$ cat src/rtl/urng_pkg.sv
// Types and constants shared by the echo ranger modules.
`timescale 1ns / 1ps
`default_nettype none

package urng_pkg;

  // Measurement phases
  localparam logic [1:0] PH_IDLE = 2'd0;
  localparam logic [1:0] PH_TRIG = 2'd1;
  localparam logic [1:0] PH_WAIT = 2'd2;
  localparam logic [1:0] PH_MEAS = 2'd3;

  // Register indexes (byte address / 4)
  localparam int unsigned REG_IDX_W = 3;
  localparam logic [REG_IDX_W-1:0] REG_TRIGGER  = 3'd0;
  localparam logic [REG_IDX_W-1:0] REG_SCALE    = 3'd1;
  localparam logic [REG_IDX_W-1:0] REG_TIMEOUT  = 3'd2;
  localparam logic [REG_IDX_W-1:0] REG_NEAR     = 3'd3;
  localparam logic [REG_IDX_W-1:0] REG_MID      = 3'd4;
  localparam logic [REG_IDX_W-1:0] REG_FAR      = 3'd5;
  localparam logic [REG_IDX_W-1:0] REG_FARTHEST = 3'd6;

  localparam int unsigned ADDR_W  = 5;
  localparam int unsigned DATA_W  = 32;
  localparam int unsigned TRIG_W  = 16;
  localparam int unsigned SCALE_W = 20;
  localparam int unsigned TMO_W   = 32;
  localparam int unsigned THR_W   = 16;
  localparam int unsigned NUM_THR = 4;
  localparam int unsigned OUT_DIST_W = 16;

  // Fixed-point shift: Q16 scale plus halving of the round trip
  localparam int unsigned DIST_SHIFT = 17;

  // Reset values of the registers
  localparam logic [TRIG_W-1:0]  TRIGGER_RST = 16'd166;
  localparam logic [SCALE_W-1:0] SCALE_RST   = 20'd1405;
  localparam logic [TMO_W-1:0]   TIMEOUT_RST = 32'hFFFF_FFFF;
  localparam logic [THR_W-1:0]   NEAR_RST    = 16'd10;
  localparam logic [THR_W-1:0]   MID_RST     = 16'd500;
  localparam logic [THR_W-1:0]   FAR_RST     = 16'd1000;
  localparam logic [THR_W-1:0]   FARTHEST_RST = 16'd3000;

  typedef logic [NUM_THR-1:0][THR_W-1:0] thr_arr_t;

  // Configuration seen by the datapath
  typedef struct packed {
    logic [TRIG_W-1:0]  trigger_ticks;
    logic [SCALE_W-1:0] mm_per_tick_q16;
    logic [TMO_W-1:0]   timeout_ticks;
    thr_arr_t           thr;
  } cfg_t;

  // Per-tick status handed from the sequencer to the distance stage
  typedef struct packed {
    logic trigger;
    logic busy;
    logic done;
    logic fin_ok;
    logic fin_to;
  } stat_t;

endpackage

`default_nettype wire

$ cat src/rtl/ultrasonic_echo_ranger.sv
// Ultrasonic echo ranger: top level with config port, sequencer and distance stage.
// An accepted tick request passes the handoff, multiply and result registers in that order.
// Throughput: one tick per cycle unless stalled; sequencer updates in the accept cycle.
// The three internal stages advance together and hold while a result is stalled.
// Reset (synchronous, rst_n low): idle phase, counts, last distance, mask and flag cleared,
// registers at their defaults.
`timescale 1ns / 1ps
`default_nettype none

module ultrasonic_echo_ranger #(
  parameter int COUNT_BITS    = 32,
  parameter int DISTANCE_BITS = 16
) (
  input  logic                             clk,
  input  logic                             rst_n,
  input  logic                             in_valid,
  output logic                             in_stall,
  input  logic                             in_start_req,
  input  logic                             in_echo,
  output logic                             out_valid,
  input  logic                             out_stall,
  output logic                             out_trigger,
  output logic                             out_busy_res,
  output logic                             out_done_res,
  output logic                             out_timed_out,
  output logic [urng_pkg::OUT_DIST_W-1:0]  out_distance_mm,
  output logic [urng_pkg::NUM_THR-1:0]     out_level_mask,
  input  logic                             cfg_psel,
  input  logic                             cfg_penable,
  input  logic                             cfg_pwrite,
  input  logic [urng_pkg::ADDR_W-1:0]      cfg_paddr,
  input  logic [urng_pkg::DATA_W-1:0]      cfg_pwdata,
  output logic [urng_pkg::DATA_W-1:0]      cfg_prdata,
  output logic                             cfg_pready
);
  import urng_pkg::*;

  cfg_t                  cfg;
  logic                  adv;
  logic                  valid_b;
  stat_t                 stat_b;
  logic [COUNT_BITS-1:0] count_b;

  // Whole pipeline moves unless a finished result is held by the sink
  assign adv      = !out_valid || !out_stall;
  assign in_stall = !adv;

  urng_regs u_regs (
    .clk         (clk),
    .rst_n       (rst_n),
    .cfg_psel    (cfg_psel),
    .cfg_penable (cfg_penable),
    .cfg_pwrite  (cfg_pwrite),
    .cfg_paddr   (cfg_paddr),
    .cfg_pwdata  (cfg_pwdata),
    .cfg_prdata  (cfg_prdata),
    .cfg_pready  (cfg_pready),
    .cfg         (cfg)
  );

  urng_ctrl #(
    .COUNT_BITS (COUNT_BITS)
  ) u_ctrl (
    .clk          (clk),
    .rst_n        (rst_n),
    .adv          (adv),
    .in_valid     (in_valid),
    .in_start_req (in_start_req),
    .in_echo      (in_echo),
    .cfg          (cfg),
    .valid_b_r    (valid_b),
    .stat_b_r     (stat_b),
    .count_b_r    (count_b)
  );

  urng_dist #(
    .COUNT_BITS    (COUNT_BITS),
    .DISTANCE_BITS (DISTANCE_BITS)
  ) u_dist (
    .clk             (clk),
    .rst_n           (rst_n),
    .adv             (adv),
    .cfg             (cfg),
    .valid_b         (valid_b),
    .stat_b          (stat_b),
    .count_b         (count_b),
    .out_valid       (out_valid),
    .out_trigger     (out_trigger),
    .out_busy_res    (out_busy_res),
    .out_done_res    (out_done_res),
    .out_timed_out   (out_timed_out),
    .out_distance_mm (out_distance_mm),
    .out_level_mask  (out_level_mask)
  );

endmodule

`default_nettype wire

$ cat src/rtl/urng_regs.sv
// APB-style configuration register file for the echo ranger.
`timescale 1ns / 1ps
`default_nettype none

module urng_regs (
  input  logic                         clk,
  input  logic                         rst_n,
  input  logic                         cfg_psel,
  input  logic                         cfg_penable,
  input  logic                         cfg_pwrite,
  input  logic [urng_pkg::ADDR_W-1:0]  cfg_paddr,
  input  logic [urng_pkg::DATA_W-1:0]  cfg_pwdata,
  output logic [urng_pkg::DATA_W-1:0]  cfg_prdata,
  output logic                         cfg_pready,
  output urng_pkg::cfg_t               cfg
);
  import urng_pkg::*;

  logic [REG_IDX_W-1:0] idx;
  logic                 wr_en;
  cfg_t                 cfg_r;

  assign idx        = cfg_paddr[ADDR_W-1:2];
  assign cfg_pready = 1'b1;
  assign wr_en      = cfg_psel && cfg_penable && cfg_pwrite;
  assign cfg        = cfg_r;

  // Register writes
  always_ff @(posedge clk) begin
    if (!rst_n) begin
      cfg_r.trigger_ticks   <= TRIGGER_RST;
      cfg_r.mm_per_tick_q16 <= SCALE_RST;
      cfg_r.timeout_ticks   <= TIMEOUT_RST;
      cfg_r.thr[0]          <= NEAR_RST;
      cfg_r.thr[1]          <= MID_RST;
      cfg_r.thr[2]          <= FAR_RST;
      cfg_r.thr[3]          <= FARTHEST_RST;
    end else if (wr_en) begin
      case (idx)
        REG_TRIGGER:  cfg_r.trigger_ticks   <= cfg_pwdata[TRIG_W-1:0];
        REG_SCALE:    cfg_r.mm_per_tick_q16 <= cfg_pwdata[SCALE_W-1:0];
        REG_TIMEOUT:  cfg_r.timeout_ticks   <= cfg_pwdata[TMO_W-1:0];
        REG_NEAR:     cfg_r.thr[0]          <= cfg_pwdata[THR_W-1:0];
        REG_MID:      cfg_r.thr[1]          <= cfg_pwdata[THR_W-1:0];
        REG_FAR:      cfg_r.thr[2]          <= cfg_pwdata[THR_W-1:0];
        REG_FARTHEST: cfg_r.thr[3]          <= cfg_pwdata[THR_W-1:0];
        default: ;
      endcase
    end
  end

  // Read mux
  always_comb begin
    case (idx)
      REG_TRIGGER:  cfg_prdata = DATA_W'(cfg_r.trigger_ticks);
      REG_SCALE:    cfg_prdata = DATA_W'(cfg_r.mm_per_tick_q16);
      REG_TIMEOUT:  cfg_prdata = DATA_W'(cfg_r.timeout_ticks);
      REG_NEAR:     cfg_prdata = DATA_W'(cfg_r.thr[0]);
      REG_MID:      cfg_prdata = DATA_W'(cfg_r.thr[1]);
      REG_FAR:      cfg_prdata = DATA_W'(cfg_r.thr[2]);
      REG_FARTHEST: cfg_prdata = DATA_W'(cfg_r.thr[3]);
      default:      cfg_prdata = '0;
    endcase
  end

endmodule

`default_nettype wire

$ cat src/rtl/urng_ctrl.sv
// Measurement sequencer: trigger, echo wait and echo-high tick counting.
`timescale 1ns / 1ps
`default_nettype none

module urng_ctrl #(
  parameter int COUNT_BITS = 32
) (
  input  logic                   clk,
  input  logic                   rst_n,
  input  logic                   adv,
  input  logic                   in_valid,
  input  logic                   in_start_req,
  input  logic                   in_echo,
  input  urng_pkg::cfg_t         cfg,
  output logic                   valid_b_r,
  output urng_pkg::stat_t        stat_b_r,
  output logic [COUNT_BITS-1:0]  count_b_r
);
  import urng_pkg::*;

  localparam logic [COUNT_BITS-1:0] CMAX = {COUNT_BITS{1'b1}};

  logic [1:0]            phase_r, phase_nxt;
  logic [COUNT_BITS-1:0] cnt_r, cnt_nxt, cnt_inc;
  logic                  echo_prev_r;
  logic                  take;
  stat_t                 stat;

  assign take    = adv && in_valid;
  assign cnt_inc = (cnt_r == CMAX) ? cnt_r : cnt_r + COUNT_BITS'(1);

  // Next-state logic for one tick
  always_comb begin
    phase_nxt   = phase_r;
    cnt_nxt     = cnt_r;
    stat.done   = 1'b0;
    stat.fin_ok = 1'b0;
    stat.fin_to = 1'b0;
    case (phase_r)
      PH_IDLE: begin
        if (in_start_req) begin
          phase_nxt = PH_TRIG;
          cnt_nxt   = '0;
        end
      end
      PH_TRIG: begin
        cnt_nxt = cnt_inc;
        if (32'(cnt_inc) >= 32'(cfg.trigger_ticks)) begin
          phase_nxt = PH_WAIT;
          cnt_nxt   = '0;
        end
      end
      PH_WAIT: begin
        if (in_echo && !echo_prev_r) begin
          cnt_nxt   = COUNT_BITS'(1);
          phase_nxt = PH_MEAS;
          // a count of one already reaches a timeout of zero or one
          if (cfg.timeout_ticks <= 32'd1) begin
            stat.fin_to = 1'b1;
            stat.done   = 1'b1;
            phase_nxt   = PH_IDLE;
          end
        end
      end
      default: begin
        if (in_echo) begin
          cnt_nxt = cnt_inc;
          if (32'(cnt_inc) >= cfg.timeout_ticks || cnt_inc == CMAX) begin
            stat.fin_to = 1'b1;
            stat.done   = 1'b1;
            phase_nxt   = PH_IDLE;
          end
        end else begin
          stat.fin_ok = 1'b1;
          stat.done   = 1'b1;
          phase_nxt   = PH_IDLE;
        end
      end
    endcase
    stat.trigger = (phase_nxt == PH_TRIG);
    stat.busy    = (phase_nxt != PH_IDLE);
  end

  // Sequencer state
  always_ff @(posedge clk) begin
    if (!rst_n) begin
      phase_r     <= PH_IDLE;
      cnt_r       <= '0;
      echo_prev_r <= 1'b0;
    end else if (take) begin
      phase_r     <= phase_nxt;
      cnt_r       <= cnt_nxt;
      echo_prev_r <= in_echo;
    end
  end

  // Handoff register to the distance stage
  always_ff @(posedge clk) begin
    if (!rst_n) begin
      valid_b_r <= 1'b0;
    end else if (adv) begin
      valid_b_r <= in_valid;
    end
  end

  always_ff @(posedge clk) begin
    if (take) begin
      stat_b_r  <= stat;
      count_b_r <= cnt_r;
    end
  end

endmodule

`default_nettype wire

$ cat src/rtl/urng_dist.sv
// Distance scaling, saturation, level mask and result register.
`timescale 1ns / 1ps
`default_nettype none

module urng_dist #(
  parameter int COUNT_BITS    = 32,
  parameter int DISTANCE_BITS = 16
) (
  input  logic                              clk,
  input  logic                              rst_n,
  input  logic                              adv,
  input  urng_pkg::cfg_t                    cfg,
  input  logic                              valid_b,
  input  urng_pkg::stat_t                   stat_b,
  input  logic [COUNT_BITS-1:0]             count_b,
  output logic                              out_valid,
  output logic                              out_trigger,
  output logic                              out_busy_res,
  output logic                              out_done_res,
  output logic                              out_timed_out,
  output logic [urng_pkg::OUT_DIST_W-1:0]   out_distance_mm,
  output logic [urng_pkg::NUM_THR-1:0]      out_level_mask
);
  import urng_pkg::*;

  localparam int PROD_W = COUNT_BITS + SCALE_W;
  localparam int SH_W   = PROD_W - DIST_SHIFT;
  localparam int WIDE_W = (SH_W > DISTANCE_BITS) ? SH_W : DISTANCE_BITS;
  localparam int CMP_W  = (DISTANCE_BITS > THR_W) ? DISTANCE_BITS : THR_W;
  localparam logic [WIDE_W-1:0] DMAX = WIDE_W'({DISTANCE_BITS{1'b1}});

  logic                     valid_c_r;
  stat_t                    stat_c_r;
  logic [PROD_W-1:0]        prod_c_r;
  logic [WIDE_W-1:0]        sh_w, sat_w;
  logic [DISTANCE_BITS-1:0] dist_sat;
  logic [NUM_THR-1:0]       mask;
  logic                     out_valid_r, timed_out_r;
  logic                     trigger_r, busy_r, done_r;
  logic [OUT_DIST_W-1:0]    dist_r;
  logic [NUM_THR-1:0]       mask_r;

  // Multiply stage
  always_ff @(posedge clk) begin
    if (!rst_n) begin
      valid_c_r <= 1'b0;
    end else if (adv) begin
      valid_c_r <= valid_b;
    end
  end

  always_ff @(posedge clk) begin
    if (adv && valid_b) begin
      stat_c_r <= stat_b;
      prod_c_r <= PROD_W'(count_b) * PROD_W'(cfg.mm_per_tick_q16);
    end
  end

  // Shift, saturate and compare against the four thresholds
  always_comb begin
    sh_w     = WIDE_W'(prod_c_r >> DIST_SHIFT);
    sat_w    = (sh_w > DMAX) ? DMAX : sh_w;
    dist_sat = sat_w[DISTANCE_BITS-1:0];
    for (int i = 0; i < NUM_THR; i++) begin
      mask[i] = CMP_W'(dist_sat) > CMP_W'(cfg.thr[i]);
    end
  end

  // Result register, also holds the last distance, mask and timeout flag
  always_ff @(posedge clk) begin
    if (!rst_n) begin
      out_valid_r <= 1'b0;
      timed_out_r <= 1'b0;
      dist_r      <= '0;
      mask_r      <= '0;
    end else if (adv) begin
      out_valid_r <= valid_c_r;
      if (valid_c_r && stat_c_r.fin_ok) begin
        dist_r      <= OUT_DIST_W'(dist_sat);
        mask_r      <= mask;
        timed_out_r <= 1'b0;
      end else if (valid_c_r && stat_c_r.fin_to) begin
        mask_r      <= '0;
        timed_out_r <= 1'b1;
      end
    end
  end

  always_ff @(posedge clk) begin
    if (adv && valid_c_r) begin
      trigger_r <= stat_c_r.trigger;
      busy_r    <= stat_c_r.busy;
      done_r    <= stat_c_r.done;
    end
  end

  assign out_valid       = out_valid_r;
  assign out_trigger     = trigger_r;
  assign out_busy_res    = busy_r;
  assign out_done_res    = done_r;
  assign out_timed_out   = timed_out_r;
  assign out_distance_mm = dist_r;
  assign out_level_mask  = mask_r;

endmodule

`default_nettype wire

$ cat config.mk
export PLATFORM = sky130hd
export DESIGN_NAME = ultrasonic_echo_ranger
export DESIGN_NICKNAME = d
export VERILOG_FILES = /design/src/rtl/urng_pkg.sv /design/src/rtl/ultrasonic_echo_ranger.sv /design/src/rtl/urng_regs.sv /design/src/rtl/urng_ctrl.sv /design/src/rtl/urng_dist.sv
export SDC_FILE = /design/constraint.sdc
export NUM_CORES = 2
export LEC_CHECK = 0
export ABC_CLOCK_PERIOD_IN_PS = 14800
export BUFFER_PORTS_ARGS = -buffer_cell sky130_fd_sc_hd__buf_2
export CORE_UTILIZATION = 40
export DETAILED_ROUTE_END_ITERATION = 6
export PLACE_DENSITY = 0.53
export SYNTH_ARGS = -nofsm -noshare
export SYNTH_HDL_FRONTEND = slang
export SYNTH_SLANG_ARGS = --single-unit
$ cat constraint.sdc
create_clock -name clk -period 14.8 [get_ports clk]
set_input_delay 2.22 -clock clk [delete_from_list [all_inputs] [get_ports clk]]
set_output_delay 2.22 -clock clk [all_outputs]
set_load 0.1 [all_outputs]
==> qor.csv <==
stage,metric,value,unit
outcome,status,finished clean,
placed_design,DP HPWL,74.9,mm
critical_path,CP max FO,20,
synth,Synth Area in Adders,0.410,
synth,synthesized area per cell,8.90,sq um
sta,Tcrit/Tclk final,0.583,
synth,complex-gate fraction of the synthesized area,0.0868,
cts,CTS H-tree lvls,1,
final_layout,Total Nets Final,4719,
cts,cts hold-fix bufs,0,
cts,postcts setup bufs,0,
critical_path,cells along the critical path,and2_1 -> fa_1 -> fa_1 -> inv_1 -> fa_1 -> inv_1 -> fa_1 -> fa_1 -> fa_1 -> inv_1 -> fa_1 -> inv_1 -> ha_1 -> a21o_1 -> a21o_1 -> a21oi_1 -> o21bai_1 -> a21oi_1 -> a211oi_1 -> o21ai_1 -> a21oi_1 -> o41ai_1 -> o21bai_1 -> xnor2_1,
hold_path,class of the worst hold path,reg2reg,
detailed_routing,Post-DRT Antenna Nets,0,
power_and_ir_drop,Worst VDD drop,0.000139,V
detailed_routing,Iter 0 DRT Violations,1581,
synth,Post-Synth XOR/XNOR Area,0.0195,
detailed_routing,Routed WL,103,mm
critical_path,Critical Path Source Type,register,
critical_path,Critical Path Max Stage Delay,1.21,ns
die,Core Region,0.0854,sq mm
run,Max-Cap Viols,0,
placed_design,Area after DPL,0.0362,sq mm
global_route,initial antenna violation count,0,
sta,Tmin final,8.63,ns
die,IO Count,105,
final_layout,Syn-to-layout area delta,7.47,%
cts,CTS tree,yes,
cts,post-CTS sizing,0,
critical_path,CP endpoint kind,register,
critical_path,"Data arrival, critical path",8.97,ns
cts,Clock Root Buffer,clkbuf_16,
sta,RSZ-0062 raised after global routing,false,
cts,clk_lat worst skew,0.59,ns
power_and_ir_drop,PD cells,109,mW/mm^2
critical_path,CP required,15.14,ns
synth,Netlist cell types,91,
critical_path,CP Depth,24,
detailed_routing,drt via density,5.19,
die,Die Span X,296,um
detailed_routing,WL/cell,20.5,um
final_layout,number of inserted diodes,0,
die,row count,107,
critical_path,"CP delay by family, top",adder cells,
synth,number of synthesized flops with an enable pin,80,
placed_design,RePlAce Congestion,0.888,
synth,synthesized area,0.0346,sq mm
critical_path,register-to-register setup slack,6.17,ns
global_route,global-route wire length before repair,164,mm
die,chip height,296,um
global_route,largest net degree at the start of global routing,95,
critical_path,reg2reg start,u_ctrl.count_b_r[19],
sta,Max Slew Vio Count,0,
critical_path,FF-to-FF End,u_dist.prod_c_r[48],
cts,Max Buffers Root-to-Sink,3,
cts,CTS Buf Count,31,
sta,Clock Skews,0.00960,ns
global_route,GRT Total Usage,0.246,
die,die area,0.0876,sq mm
global_route,Congestion Overflow GR,0,
synth,Post-Synth Simple-Gate Area,0.189,
die,Initial Utilization,0.405,
synth,largest family of logic cells by synthesized area,adder cells,
hold_path,Min-Delay Path Depth,0,
final_layout,proportion of layout cells with a drive suffix above 1,0.0695,
critical_path,crit path launch,u_ctrl.count_b_r[19],
synth,"Seq/Total Area, Yosys",0.180,
detailed_routing,Vias,26100,
cts,Clock Sinks,271,
sta,Slew HR,0.135,
detailed_routing,drt pass-1 iters,5,
critical_path,r2r worst-path depth,24,
power_and_ir_drop,LEAKAGE,17.5,nW
final_layout,Final Util,0.435,
critical_path,"Slowest-stage cell, CP",edfxtp_1,
synth,Yosys warnings,0,
synth,Cells after Synth,3886,
critical_path,worst setup path category,reg2reg,
synth,async set-reset flop share out of synthesis,0,
detailed_routing,DR DRC count,0,
sta,"Hold Violations, Final",0,
cts,Clock Pin Slew Worst Setup and Hold Paths,0.06,ns
sta,setup violators final,0,
synth,largest area contributor in the netlist,fa_1,
critical_path,Most common cell on crit path,fa_1,
synth,mux contribution to synthesized area,0.0145,
sta,max frequency,116,MHz
critical_path,crit path capture,u_dist.prod_c_r[48],
synth,syn_nets,4744,
synth,top cell type's share of synthesized area,0.310,
synth,"top cells by area, synth","fa_1 (31%), dfxtp_1 (11%), ha_1 (10%)",
sta,pin slew with the least headroom to its limit,1.30,ns
placed_design,Port Buf Inserts,101,
final_layout,final non-filler cell area,0.0372,sq mm
synth,Post-synth top flop,dfxtp_1,
synth,Seq cells post-synth,271,
global_route,vias in the first global route,27100,
sta,total negative slack,0,ns
synth,most frequent cell after synthesis,inv_1,
critical_path,CP bufs+invs,4,
synth,most frequent cells after synthesis,"inv_1 (692), nand2_1 (659), fa_1 (535)",
## cell usage in the layout, fill, tap and decap left out, drive strengths merged, types with 14 or more instances in the layout
| cell | instances |
|---|---|
| mux2i | 22 |
| o211ai | 60 |
| nor3 | 39 |
| a22oi | 16 |
| buf | 164 |
| clkinv | 14 |
| o21a | 16 |
| nand2 | 660 |
| clkbuf | 40 |
| nor2 | 95 |
| o21ai | 66 |
| nand2b | 32 |
| nor3b | 18 |
| nand3 | 58 |
| and3 | 21 |
| a21oi | 69 |
| ha | 277 |
| inv | 693 |
| nor2b | 29 |
| xnor2 | 43 |
| nor4 | 19 |
| and2 | 300 |
| fa | 535 |
| edfxtp | 80 |
| xor2 | 33 |
| a21boi | 88 |
| dfxtp | 191 |
| a21o | 51 |
| nand4 | 43 |
## kinds of logic (layout without fill, tap and decap cells)
logic type | count (synthesis) | in the layout
AOI/OAI and AO/OA | 436 | 436
and+or+nand+nor | 1337 | 1337
muxes | 38 | 38
adders and majority gates | 812 | 812
xor gates and xnor gates | 76 | 76
DFF | 271 | 271
buffers and inverters | 915 | 913
other | 1 | 1
## stage by stage
step           std cells  power (mW)  hold slack (ns)  setup WS [ns]
2_1_floorplan       3886        2.68            0.400           7.18
3_3_place_gp        4972        3.28            0.406           6.10
3_5_place_dp        4972        3.27            0.407           6.12
4_1_cts             5028        4.09            0.421           6.11
5_1_grt             5028        4.45            0.431           5.75
6_report            5028        4.05            0.423           6.17
## registers in the layout, indices dropped and copies added, names as in the netlist, 2 cells and up
name	flops
u_regs.cfg	132
u_dist.prod_c_r	35
u_ctrl.cnt_r	32
u_ctrl.count_b_r	32
u_dist.out_distance_mm	16
u_ctrl.stat_b_r	5
u_dist.stat_c_r	5
u_dist.out_level_mask	4
u_ctrl.phase_r	2
## routing by layer
metal	GRT usage	share of wire	vias to the layer above
li1	-	-	12100
met1	0.341	0.45	13200
met2	0.414	0.47	665
met3	0.0220	0.051	145
met4	0.0649	0.029	0
met5	0	0	-
## how the worst min path moves through the flow
stage                             from             endpoint  slack [ns]
global placement    u_dist.stat_c_r[2]  u_dist.out_done_res        0.41
floorplan           u_dist.stat_c_r[3]  u_dist.out_busy_res        0.40
global route        u_dist.stat_c_r[2]  u_dist.out_done_res        0.43
CTS                 u_dist.stat_c_r[2]  u_dist.out_done_res        0.42
finish              u_dist.stat_c_r[2]  u_dist.out_done_res        0.42
detailed placement  u_dist.stat_c_r[2]  u_dist.out_done_res        0.41
## final cells by class
cell class	count	area, sq um
Tap cell	1144	1430
Fill cell	8719	48300
Timing Repair Buffer	164	981
Sequential cell	271	6230
Clock buffer	40	892
Inverter	693	2600
Multi-Input combinational cell	2700	24900
Clock inverter	16	119
## power by group
group	internal (mW)	leakage (nW)	switching [mW]
Sequential	0.919	2.33	0.0271
Clock	0.441	0.509	0.335
Combinational	0.956	14.7	1.37
Total	2.32	17.5	1.73
Power figures use the tool's default switching activity.
